### config.mk
export PLATFORM = sky130hd
export DESIGN_NAME = rau_fifo
export DESIGN_NICKNAME = d
export VERILOG_FILES = /design/src/design/rau_fifo.sv
export SDC_FILE = /design/constraint.sdc
export NUM_CORES = 1
export LEC_CHECK = 0
export BUFFER_PORTS_ARGS = -buffer_cell sky130_fd_sc_hd__buf_2
export CORE_ASPECT_RATIO = 1.25
export CORE_UTILIZATION = 33
export CTS_CLUSTER_DIAMETER = 120
export CTS_CLUSTER_SIZE = 20
export DETAILED_ROUTE_END_ITERATION = 8
export GPL_ROUTABILITY_DRIVEN = 0
export PLACE_DENSITY_LB_ADDON = 0.25
export SYNTH_ARGS = -nofsm -noshare
export SYNTH_HDL_FRONTEND = slang
export SYNTH_SLANG_ARGS = --single-unit
### constraint.sdc
create_clock -name clk -period 2.51 [get_ports clk]
set_input_delay 0.1255 -clock clk [delete_from_list [all_inputs] [get_ports clk]]
set_output_delay 0.1255 -clock clk [all_outputs]
set_load 0.1 [all_outputs]
### src/design/rau_fifo.sv
// rau_fifo: two-entry queue between the front end and the back end.
// Generic data vector; no package dependency.
`default_nettype none
module rau_fifo #(
    parameter int DW = 8
) (
    input  wire logic          clk,
    input  wire logic          rst_n,
    input  wire logic          push,
    input  wire logic [DW-1:0] wdata,
    input  wire logic          pop,
    output logic [DW-1:0]      rdata,
    output logic               full,
    output logic               empty
);

    logic [DW-1:0] mem_reg [2];
    logic          wp_reg, wp_next;
    logic          rp_reg, rp_next;
    logic [1:0]    cnt_reg, cnt_next;

    assign full  = cnt_reg == 2'd2;
    assign empty = cnt_reg == 2'd0;
    assign rdata = mem_reg[rp_reg];

    // Pointer and count update
    always_comb
    begin
        wp_next  = wp_reg ^ push;
        rp_next  = rp_reg ^ pop;
        cnt_next = cnt_reg + {1'b0, push} - {1'b0, pop};
    end

    always_ff @(posedge clk or negedge rst_n)
    begin
        if (!rst_n)
        begin
            wp_reg  <= 1'b0;
            rp_reg  <= 1'b0;
            cnt_reg <= 2'd0;
        end
        else
        begin
            wp_reg  <= wp_next;
            rp_reg  <= rp_next;
            cnt_reg <= cnt_next;
        end
    end

    // Storage
    always_ff @(posedge clk)
    begin
        if (push)
        begin
            mem_reg[wp_reg] <= wdata;
        end
    end

endmodule
`default_nettype wire

==> impl_metrics.csv <==
group,metric,value,unit
sta,slew_violations,0,
sta,timing.final.ws_setup,0.763,ns
critical_path,worstSetupPathType,"flip-flop to output pin",
sta,fin_crit_sh,0.696,
final_layout,nFillCells,216,
clocking,insertion_delay,0.29,ns
global_routing,grt_pass1_wl,1840,um
die,rows,19,
placed_design,dpl.hpwl,868,um
synth,synth_nets,57,
die,die_area,2690,um^2
die,ios,22,
critical_path,worstPathArrival,1.62,ns
routing,viasPerCell,4.16,
sta,tns,0,ns
routing,vias,428,
sta,period_minus_slack,1.75,ns
global_routing,groute.usage.overall,0.0996,
synth,syn_area,820,um^2
die,core-area,2280,um^2
final_layout,final_cell_area,1050,um^2
synth,synth-seq-area-share,0.708,
critical_path,slowest_stage,"dfrtp_1",
status,status,"finished clean",
critical_path,r2r_slack,1.29,ns
clocking,cts-root-buf,"clkbuf_4",
global_routing,use_met1,0.109,
placed_design,place_worst_setup_slack,1.08,ns
clocking,clk_pin_slew,0.11,ns
synth,ys_seq_elements,20,
sta,final_hold_viol_count,0,
global_routing,grt_start_max_net_pins,12,
synth,synth_warnings,0,
final_layout,seqCellArea,581,um^2
sta,tightest_slew,0.506,ns
clocking,htreeDepth,1,
synth,synth_cell_types,10,
critical_path,max_stage_delay,0.68,ns
clocking,cts_tree,"built",
final_layout,num-nets-final,89,
global_routing,antenna_found_initial,0,
final_layout,diodes,0,
synth,syn_area_per_cell,20.0,um^2
min_path,min-delay-start,"wdata[6]",
critical_path,crit_fanout,9,
clocking,clock_sinks,20,
synth,ys_top_cells_by_area,"edfxtp_1 59%, mux2_4 15%, dfrtp_1 12%",
placed_design,placed_area,952,um^2
global_routing,grt-busiest-layer,"met2",
final_layout,final_util,0.459,
min_path,hp-class,"primary input to flip-flop",
critical_path,reg2reg_to,"cnt_reg[1]",
clocking,cts_resized,0,
clocking,cts_buffers,3,
routing,initialDrtViolationCount,4,
global_routing,grt-ovfl-total,0,
final_layout,multiInputGateArea,213,um^2
final_layout,drive_gt1_frac,0.444,
critical_path,critPathBufInv,1,
sta,clock.fmax,0.572,GHz
synth,synth_area_leader_cell,"edfxtp_1",
routing,drt_wl_total,1130,um
routing,ant_nets,0,
clocking,post_cts_buffers,0,
global_routing,globalRouteMet2Util,0.175,
sta,finClkSkew,0.00760,ns
critical_path,path_delay_family,"flip-flops",
critical_path,reg2reg_depth,5,
final_layout,syn_to_final_growth,27.9,%
critical_path,cp-startpoint,"rp_reg",
routing,wire_per_inst,11.0,um
global_routing,met3_usage,0.0280,
sta,rsz0062_at_grt,"false",
global_routing,grt_pass1_vias,437,
synth,synthCells,41,
min_path,min_to,"mem_reg[0][6]",
critical_path,end_kind,"output pin",
final_layout,largest_reg_flops,16,
sta,slew_headroom,0.663,
routing,drc,0,
clocking,clock_path_buffers,2,
die,initial_core_util,0.359,
critical_path,crit_chain,"mux2_4 -> buf_2",
critical_path,required,2.38,ns
synth,synth.top_cell.area_share,0.586,
min_path,worstHoldPathCells,1,
die,die_w,46.6,um
sta,setup_violations,0,
job,drv_cap,0,
critical_path,r2r_start,"cnt_reg[0]",
routing,drtPass1Iterations,3,
die,die_h,57.7,um
placed_design,io_buffers,21,
critical_path,critPathLaunchType,"flip-flop",
-- Yosys cell counts --
cell and number:
buf_6 1, dfrtp_1 4, edfxtp_1 16, ha_1 4, inv_1 4, mux2_4 8, nor2_1 1, nor2b_1 1
xor2_1 1, xor3_1 1
-- layout by cell type (no fill, tap or decap) --
cell           count
buf_2             21
edfxtp_1          16
mux2_4             8
dlygate4sd3_1      7
inv_1              4
ha_1               4
dfrtp_1            4
clkbuf_4           3
xor3_1             1
nor2_1             1
xor2_1             1
nor2b_1            1
clkinv_1           1
-- layer usage --
metal	routed length (um)	up-vias
met5	0	-
met4	0	0
met3	46	0
met2	636	13
met1	445	206
li1	-	209
-- repair_timing --
item / 4_1_cts / 5_1_grt
endpoints found under the hold margin: 4 / 11
hold buffers: 1 / 6
endpoints found under the setup margin: 0 / 0
-- per-stage QoR --
step / hold slack [ns] / cells
floorplan: -0.170 / 41
global placement: -0.0623 / 92
detailed placement: -0.0546 / 92
CTS: 0.00801 / 97
global route: 0.000104 / 103
finish: 0.0250 / 103
-- area by class of cell --
class                           count  area share
Tap cell                           31      0.0370
Inverter                            4      0.0143
Timing Repair Buffer               28       0.167
Clock buffer                        3      0.0215
Multi-Input combinational cell     16       0.203
Clock inverter                      1     0.00358
Sequential cell                    20       0.554
-- how the worst max path moves through the flow --
| stage | endpoint | slack (ns) | depth (start not counted) |
|---|---|---|---|
| after floorplan | full | 0.66 | 1 |
| after global placement | rdata[7] | 1.10 | 2 |
| after detailed placement | rdata[7] | 1.08 | 2 |
| after CTS | rdata[7] | 0.74 | 2 |
| after global routing | rdata[5] | 0.66 | 2 |
| final | rdata[7] | 0.76 | 2 |
-- cells by family after synthesis --
kind of cell	count (synthesis)	synth area share
xor+xnor	2	0.0397
mux	8	0.147
fa+ha+maj	4	0.0611
simple gates	2	0.0122
flops	20	0.708
buf+inv	5	0.0321
Power is not shown: default switching activity piles up to over one toggle a cycle in this logic, so the estimate is an artifact.
