$ cat config.mk
export PLATFORM = sky130hd
export DESIGN_NAME = rau_front
export DESIGN_NICKNAME = d
export VERILOG_FILES = /design/src/design/rau_pkg.sv /design/src/design/rau_front.sv
export SDC_FILE = /design/constraint.sdc
export NUM_CORES = 1
export LEC_CHECK = 0
export BUFFER_PORTS_ARGS = -buffer_cell sky130_fd_sc_hd__buf_4
export CAP_MARGIN = 25
export CORE_MARGIN = 10
export CORE_UTILIZATION = 42
export DETAILED_ROUTE_END_ITERATION = 6
export GPL_TIMING_DRIVEN = 0
export PLACE_DENSITY = 0.9
export SLEW_MARGIN = 10
export SYNTH_ARGS = -nofsm -noshare
export SYNTH_HDL_FRONTEND = slang
export SYNTH_SLANG_ARGS = --single-unit
$ cat constraint.sdc
create_clock -name vclk -period 4.41
set_input_delay 0.2205 -clock vclk [all_inputs]
set_output_delay 0.2205 -clock vclk [all_outputs]
set_load 0.005 [all_outputs]
$ cat src/design/rau_pkg.sv
// rau_pkg: shared types and codes for the rational arithmetic unit.
// Used by rau_front, rau_back, rau_reduce and the top level.
`default_nettype none
package rau_pkg;

    // Commands as they arrive on cmd
    typedef enum logic [2:0] {
        OP_ADD = 3'd0,
        OP_SUB = 3'd1,
        OP_MUL = 3'd2,
        OP_DIV = 3'd3,
        OP_EQ  = 3'd4
    } op_t;

    // How the front end classified an item
    typedef enum logic [1:0] {
        K_OP   = 2'd0,
        K_NONE = 2'd1,
        K_DBZ  = 2'd2
    } kind_t;

    // Result status codes
    typedef enum logic [1:0] {
        ST_OK  = 2'd0,
        ST_DBZ = 2'd1,
        ST_OVF = 2'd2
    } st_t;

    // Control word handed from front end to back end
    typedef struct packed {
        op_t   op;
        kind_t kind;
    } ctl_t;

    // Reducer sequencer
    typedef enum logic [1:0] {
        R_IDLE,
        R_GCD,
        R_DIV,
        R_DONE
    } red_state_t;

    // Back end sequencer
    typedef enum logic [3:0] {
        B_IDLE,
        B_RA,
        B_RA_W,
        B_RB,
        B_RB_W,
        B_M0,
        B_M1,
        B_M2,
        B_SUM,
        B_RR,
        B_RR_W,
        B_DONE
    } back_state_t;

endpackage
`default_nettype wire

$ cat src/design/rau_front.sv
// rau_front: splits the two's complement operand words into sign and magnitude
// and classifies the item. Depends on rau_pkg. Feeds rau_fifo.
`default_nettype none
module rau_front
    import rau_pkg::*;
#(
    parameter int W = 32
) (
    input  wire logic [2:0]  cmd,
    input  wire logic [31:0] a_num,
    input  wire logic [31:0] a_den,
    input  wire logic [31:0] b_num,
    input  wire logic [31:0] b_den,
    output ctl_t             ctl,
    output logic             a_neg,
    output logic             b_neg,
    output logic [W-1:0]     an_mag,
    output logic [W-1:0]     ad_mag,
    output logic [W-1:0]     bn_mag,
    output logic [W-1:0]     bd_mag
);

    logic [W-1:0] an_w, ad_w, bn_w, bd_w;

    assign an_w = a_num[W-1:0];
    assign ad_w = a_den[W-1:0];
    assign bn_w = b_num[W-1:0];
    assign bd_w = b_den[W-1:0];

    // Magnitudes of the low word; the most negative word maps to 2^(W-1)
    assign an_mag = an_w[W-1] ? (~an_w + W'(1)) : an_w;
    assign ad_mag = ad_w[W-1] ? (~ad_w + W'(1)) : ad_w;
    assign bn_mag = bn_w[W-1] ? (~bn_w + W'(1)) : bn_w;
    assign bd_mag = bd_w[W-1] ? (~bd_w + W'(1)) : bd_w;

    // Sign of each fraction before reduction
    assign a_neg = an_w[W-1] ^ ad_w[W-1];
    assign b_neg = bn_w[W-1] ^ bd_w[W-1];

    // Classification: unused command, zero denominator, zero divisor
    always_comb
    begin
        ctl.op = op_t'(cmd);
        priority if (cmd > OP_EQ)
        begin
            ctl.kind = K_NONE;
        end
        else if (ad_w == '0 || bd_w == '0)
        begin
            ctl.kind = K_DBZ;
        end
        else if (cmd == OP_DIV && bn_w == '0)
        begin
            ctl.kind = K_DBZ;
        end
        else
        begin
            ctl.kind = K_OP;
        end
    end

endmodule
`default_nettype wire

==> flow_summary_export.csv, run 1 <==
group,metric,value,unit
routing,drcViolationCount,0,
timing,finalCritPeriodShare,60.57,%
placed_design,buffer_ports.inserted,264,
timing,tightest_slew,0.9152,ns
logic_synthesis,synthesis.yosys.warnings,0,
timing,achievable-frequency,0.3744,GHz
pwr,seq_power_share,0,%
logic_synthesis,synthesis.area_per_instance,7.033,sq um
cts,cts_post_setup_buffers_inserted,0,
floorplanning,die-area,0.01046,sq mm
routing,wl,15100,um
logic_synthesis,synth_cells,404,
critical_path,crit_path_frequent_cell,"buf_4",
timing,timing.max_slew.rel_slack,38.43,%
grt,grt.overflow.total,0,
pwr,internal-power,322.6,uW
cts,cts.repair.resized,0,
floorplanning,fp-row-count,29,
critical_path,timing.critical_path.arrival,2.45,ns
floorplanning,placeableCoreArea,0.006459,sq mm
pwr,p_sw,248.9,uW
timing,layout_setup_ws,1.739,ns
grt,track_usage,25.75,%
grt,global_route_wire_length_before_repair,22550,um
grt,via_count_of_the_first_global_routing_pass,4386,
critical_path,crit_type,"input port to output port",
logic_synthesis,yosys.area.top_type_share,35.14,%
layout,seq_cells,0,
logic_synthesis,commonest_cells_in_the_netlist,"xnor2_1 (114), o31ai_1 (36), o41ai_1 (34)",
critical_path,critPathRequiredTime,4.19,ns
critical_path,worst_path_dominant_cell_family,"simple AND/OR/NAND/NOR gates",
critical_path,critical-path-max-stage-delay,0.79,ns
routing,avgRoutedWirePerCell,20.26,um
layout,diode_insertion_count_for_antenna_repair,0,
critical_path,crit_path_max_fanout,7,
layout,number_of_inserted_filler_cells_in_the_final_layout,481,
pwr,vdd_ir_drop_max,0.00008049,V
floorplanning,die-height,102.3,um
critical_path,worstPathBufferInverterCount,2,
layout,fin_nets,805,
cts,hold_buffers,0,
floorplanning,initial_utilization,43.99,%
pwr,power_leakage,2.012,nW
run_status,outcome,"completed",
routing,final_antenna_net_count,0,
layout,layout-drive-gt1-share,42.51,%
logic_synthesis,post-synth-top-count-cell,"xnor2_1",
grt,antenna_found_initial,0,
floorplanning,floorplan_die_width,102.3,um
timing,setup_viol,0,
hold_path,hold_path.class,"input port to output port",
critical_path,worst_path_max_delay_cell,"nor4_1",
pwr,share_clk_of_total_power,0,%
layout,nClkBuffers,0,
placed_design,gp_weighted_congestion,0.9562,
logic_synthesis,yosys-top-cells-area,"xnor2_1 (35%), o41ai_1 (10%), o31ai_1 (9.5%)",
timing,report.final.hold_viol_count,0,
layout,synthesis_to_finish_area_growth,73.14,%
critical_path,worst_setup_path_start_kind,"input port",
pwr,pwr-share-comb,100.0,%
routing,num_vias,4381,
placed_design,place.detailed.hpwl,13190,um
critical_path,end_kind,"output port",
timing,finalCriticalPeriod,2.671,ns
critical_path,critical_path.cell_chain,"buf_4, nor4_1, nand4_1, o41ai_1, xnor2_1, buf_4",
logic_synthesis,netlist_area,0.002841,sq mm
timing,rsz_0062_raised_after_global_routing,"no",
run,drv.max_cap_violation_count,0,
timing,finalSetupTns,0,ns
routing,first_pass_iters,5,
logic_synthesis,post-synth-top-area-cell,"xnor2_1",
layout,layout.area.seq,0,sq um
grt,maximum_number_of_pins_on_one_net_before_global_route_repair,11,
pwr,power_switching_share,43.55,%
placed_design,dp_worst_setup_slack,1.812,ns
logic_synthesis,postSynthNetCount,539,
logic_synthesis,synth_cell_type_count,34,
logic_synthesis,portion_of_the_post_synthesis_area_used_by_sequential_elements,0,%
routing,route.detailed.vias_per_inst,5.881,
floorplanning,io-pin-count,266,
pwr,cell_area_power_density,116.2,mW/mm^2
routing,drt_first_iter_violations,233,
timing,maxSlewViolCount,0,
-- power by group through the flow --
stage	registers (mW)	clock network, mW	logic [mW]
global placement	0	0	0.560
detailed placement	0	0	0.571
CTS	0	0	0.573
floorplan	0	0	0.203
finish	0	0	0.572
global route	0	0	0.614
-- path summary, 6_finish.rpt --
path	startpoint	end	cells past startpoint	slack [ns]
max	b_den[12]	bd_mag[26]	6	1.74
min	cmd[2]	ctl[4]	3	0.72
-- cell type report --
class              instances  area [sq um]  share of cell area [%]
inverters                 12         45.04                  0.9156
multi-input cells        365          2653                   53.92
plain buffers             27         143.9                   2.925
well taps                 77         96.34                   1.958
repair buffers           264          1982                   40.28
-- per-stage QoR --
step	instance area (sq um)	std cells	utilization, %	power [mW]	hold slack (ns)
2_1_floorplan	2841	404	-	0.2032	0.4753
4_1_cts	4920	745	76.17	0.5735	0.7134
5_1_grt	4920	745	76.17	0.6136	0.7259
3_5_place_dp	4920	745	76.17	0.5711	0.7136
6_report	4920	745	76.17	0.5716	0.7163
3_3_place_gp	4920	745	76.17	0.5603	0.7096
-- cell families after synthesis --
family,Yosys count,synth area share [%]
buffers and inverters,39,6.649
AOI/OAI and AO/OA,106,27.74
and+or+nand+nor,137,27.48
xor gates and xnor gates,118,36.37
adders and majority gates,4,1.761
-- routing by layer --
| metal | up-vias | track usage (%) | part of all wire [%] |
|---|---|---|---|
| met1 | 2030 | 25.18 | 34 |
| li1 | 2058 | - | - |
| met5 | - | 0 | 0 |
| met3 | 28 | 9.379 | 12 |
| met4 | 0 | 5.531 | 2.3 |
| met2 | 265 | 50.32 | 52 |
-- cell usage in the layout (no fill, tap or decap), types with 12 or more instances in the layout --
| master | count |
|---|---|
| buf_4 | 271 |
| xnor2_1 | 114 |
| o31ai_1 | 36 |
| o41ai_1 | 34 |
| o21ai_0 | 31 |
| nand2_1 | 31 |
| clkbuf_1 | 17 |
| nor4_1 | 16 |
| nor2_1 | 13 |
| inv_1 | 12 |
Power figures use the tool's default switching activity.
==> run 2, diff against run 1 <==
--- a/config.mk
+++ b/config.mk
@@ -7,11 +7,12 @@
 export LEC_CHECK = 0
 export BUFFER_PORTS_ARGS = -buffer_cell sky130_fd_sc_hd__buf_4
 export CAP_MARGIN = 25
+export CORE_ASPECT_RATIO = 1.1
 export CORE_MARGIN = 10
-export CORE_UTILIZATION = 42
+export CORE_UTILIZATION = 35
 export DETAILED_ROUTE_END_ITERATION = 6
 export GPL_TIMING_DRIVEN = 0
-export PLACE_DENSITY = 0.9
+export PLACE_DENSITY = 0.8
 export SLEW_MARGIN = 10
 export SYNTH_ARGS = -nofsm -noshare
 export SYNTH_HDL_FRONTEND = slang
==> constraint.sdc (replaced) <==
create_clock -name vclk -period 2.4
set_input_delay 0.12 -clock vclk [all_inputs]
set_output_delay 0.12 -clock vclk [all_outputs]
set_load 0.005 [all_outputs]
==> flow_summary_export.csv, run 2 (synthesis results as in run 1) <==
group,metric,value,unit
grt,antenna_found_initial,0,
critical_path,crit_path_max_fanout,10,
critical_path,crit_type,"input port to output port",
placed_design,gp_weighted_congestion,0.8752,
routing,num_vias,4302,
layout,final_core_util,63.38,%
timing,setup_viol,0,
layout,final_common_cell,"buf_4",
critical_path,worstPathBufferInverterCount,4,
grt,global_route_wire_length_before_repair,22940,um
grt,grt_use_met2,43.69,%
layout,layout.area.seq,0,sq um
critical_path,worst_setup_path_start_kind,"input port",
layout,nClkBuffers,0,
layout,layout.cells.non_filler,777,
grt,via_count_of_the_first_global_routing_pass,4403,
timing,achievable-frequency,0.4272,GHz
critical_path,timing.critical_path.arrival,2.22,ns
pwr,vdd_ir_drop_max,0.0001502,V
timing,report.final.hold_viol_count,0,
routing,first_pass_iters,5,
layout,synthesis_to_finish_area_growth,76.49,%
routing,avgRoutedWirePerCell,19.43,um
timing,finalCritPeriodShare,97.53,%
critical_path,worst_path_dominant_cell_family,"simple AND/OR/NAND/NOR gates",
grt,track_usage,22.36,%
timing,maxSlewViolCount,0,
floorplanning,initial_utilization,35.91,%
routing,drcViolationCount,0,
grt,busiest_layer,"met2",
timing,tightest_slew,0.6937,ns
placed_design,area_post_placement,0.004959,sq mm
floorplanning,placeableCoreArea,0.007913,sq mm
hold_path,hold_path.class,"input port to output port",
layout,layout-drive-gt1-share,43.50,%
grt,grt_use_met3,8.840,%
critical_path,critical-path-max-stage-delay,0.55,ns
routing,route.detailed.vias_per_inst,5.537,
critical_path,end_kind,"output port",
timing,layout_setup_ws,0.05935,ns
floorplanning,io-pin-count,266,
routing,final_antenna_net_count,0,
floorplanning,die-area,0.01213,sq mm
layout,number_of_inserted_filler_cells_in_the_final_layout,749,
run,drv.max_cap_violation_count,0,
routing,wl,15100,um
placed_design,place.detailed.hpwl,13350,um
timing,timing.max_slew.rel_slack,53.33,%
layout,fin_nets,806,
grt,global_route.usage.met1,21.93,%
critical_path,critical_path.cell_chain,"buf_4, or4_4, or4_4, buf_6, buf_6, o31ai_1, xnor2_1, buf_4",
critical_path,worst_path_max_delay_cell,"or4_4",
placed_design,post-place-cells,776,
pwr,power_leakage,2.037,nW
routing,drt_first_iter_violations,161,
placed_design,dp_worst_setup_slack,-0.02389,ns
layout,final_cell_mix,"buf_4 (272), xnor2_1 (114), o31ai_1 (36)",
grt,grt.overflow.total,0,
floorplanning,fp-row-count,34,
floorplanning,floorplan_die_width,105.9,um
floorplanning,die-height,114.5,um
layout,seq_cells,0,
timing,rsz_0062_raised_after_global_routing,"no",
layout,diode_insertion_count_for_antenna_repair,0,
pwr,cell_area_power_density,208.7,mW/mm^2
run_status,outcome,"completed",
timing,finalCriticalPeriod,2.341,ns
layout,final_design_area_no_fill,0.005015,sq mm
placed_design,buffer_ports.inserted,264,
critical_path,critPathRequiredTime,2.28,ns
grt,maximum_number_of_pins_on_one_net_before_global_route_repair,11,
==> run 2: final timing paths <==
| path | from | cells past startpoint | end | slack, ns |
|---|---|---|---|---|
| min | cmd[0] | 3 | ctl[2] | 0.51 |
| max | b_num[13] | 8 | bn_mag[24] | 0.06 |
==> run 2: layout make-up <==
cell class / count / area, sq um / area share [%]
inverters: 12 / 45.04 / 0.8982
well taps: 108 / 135.1 / 2.695
plain buffers: 27 / 143.9 / 2.869
repair buffers: 265 / 1989 / 39.67
multi-input cells: 365 / 2701 / 53.87
==> run 2: per-stage QoR <==
stage,setup TNS [ns],hold WS (ns),power (mW)
after floorplan,0,0.2743,0.3733
after global placement,0,0.5088,1.033
after detailed placement,-0.1194,0.5103,1.048
after CTS,0,0.5103,1.053
after global routing,0,0.5230,1.134
final,0,0.5097,1.047
==> run 2: repair_timing <==
action,in CTS,in global routing
resized for setup,2,5
endpoints found under the setup margin,9,9
pin swaps,0,1
hold buffers,0,0
setup buffers,0,1
==> run 2: report_power, final <==
group          switching [mW]  leakage [nW]  total [mW]  internal (mW)
combinational           0.452          2.04        1.05          0.594
clock                       0             0           0              0
sequential                  0             0           0              0
total                   0.452          2.04        1.05          0.594
==> run 2: metal layers <==
layer	up-vias	share of wire, %
met5	-	0
met4	0	1.7
met3	20	12
met2	224	52
met1	2002	35
li1	2056	-
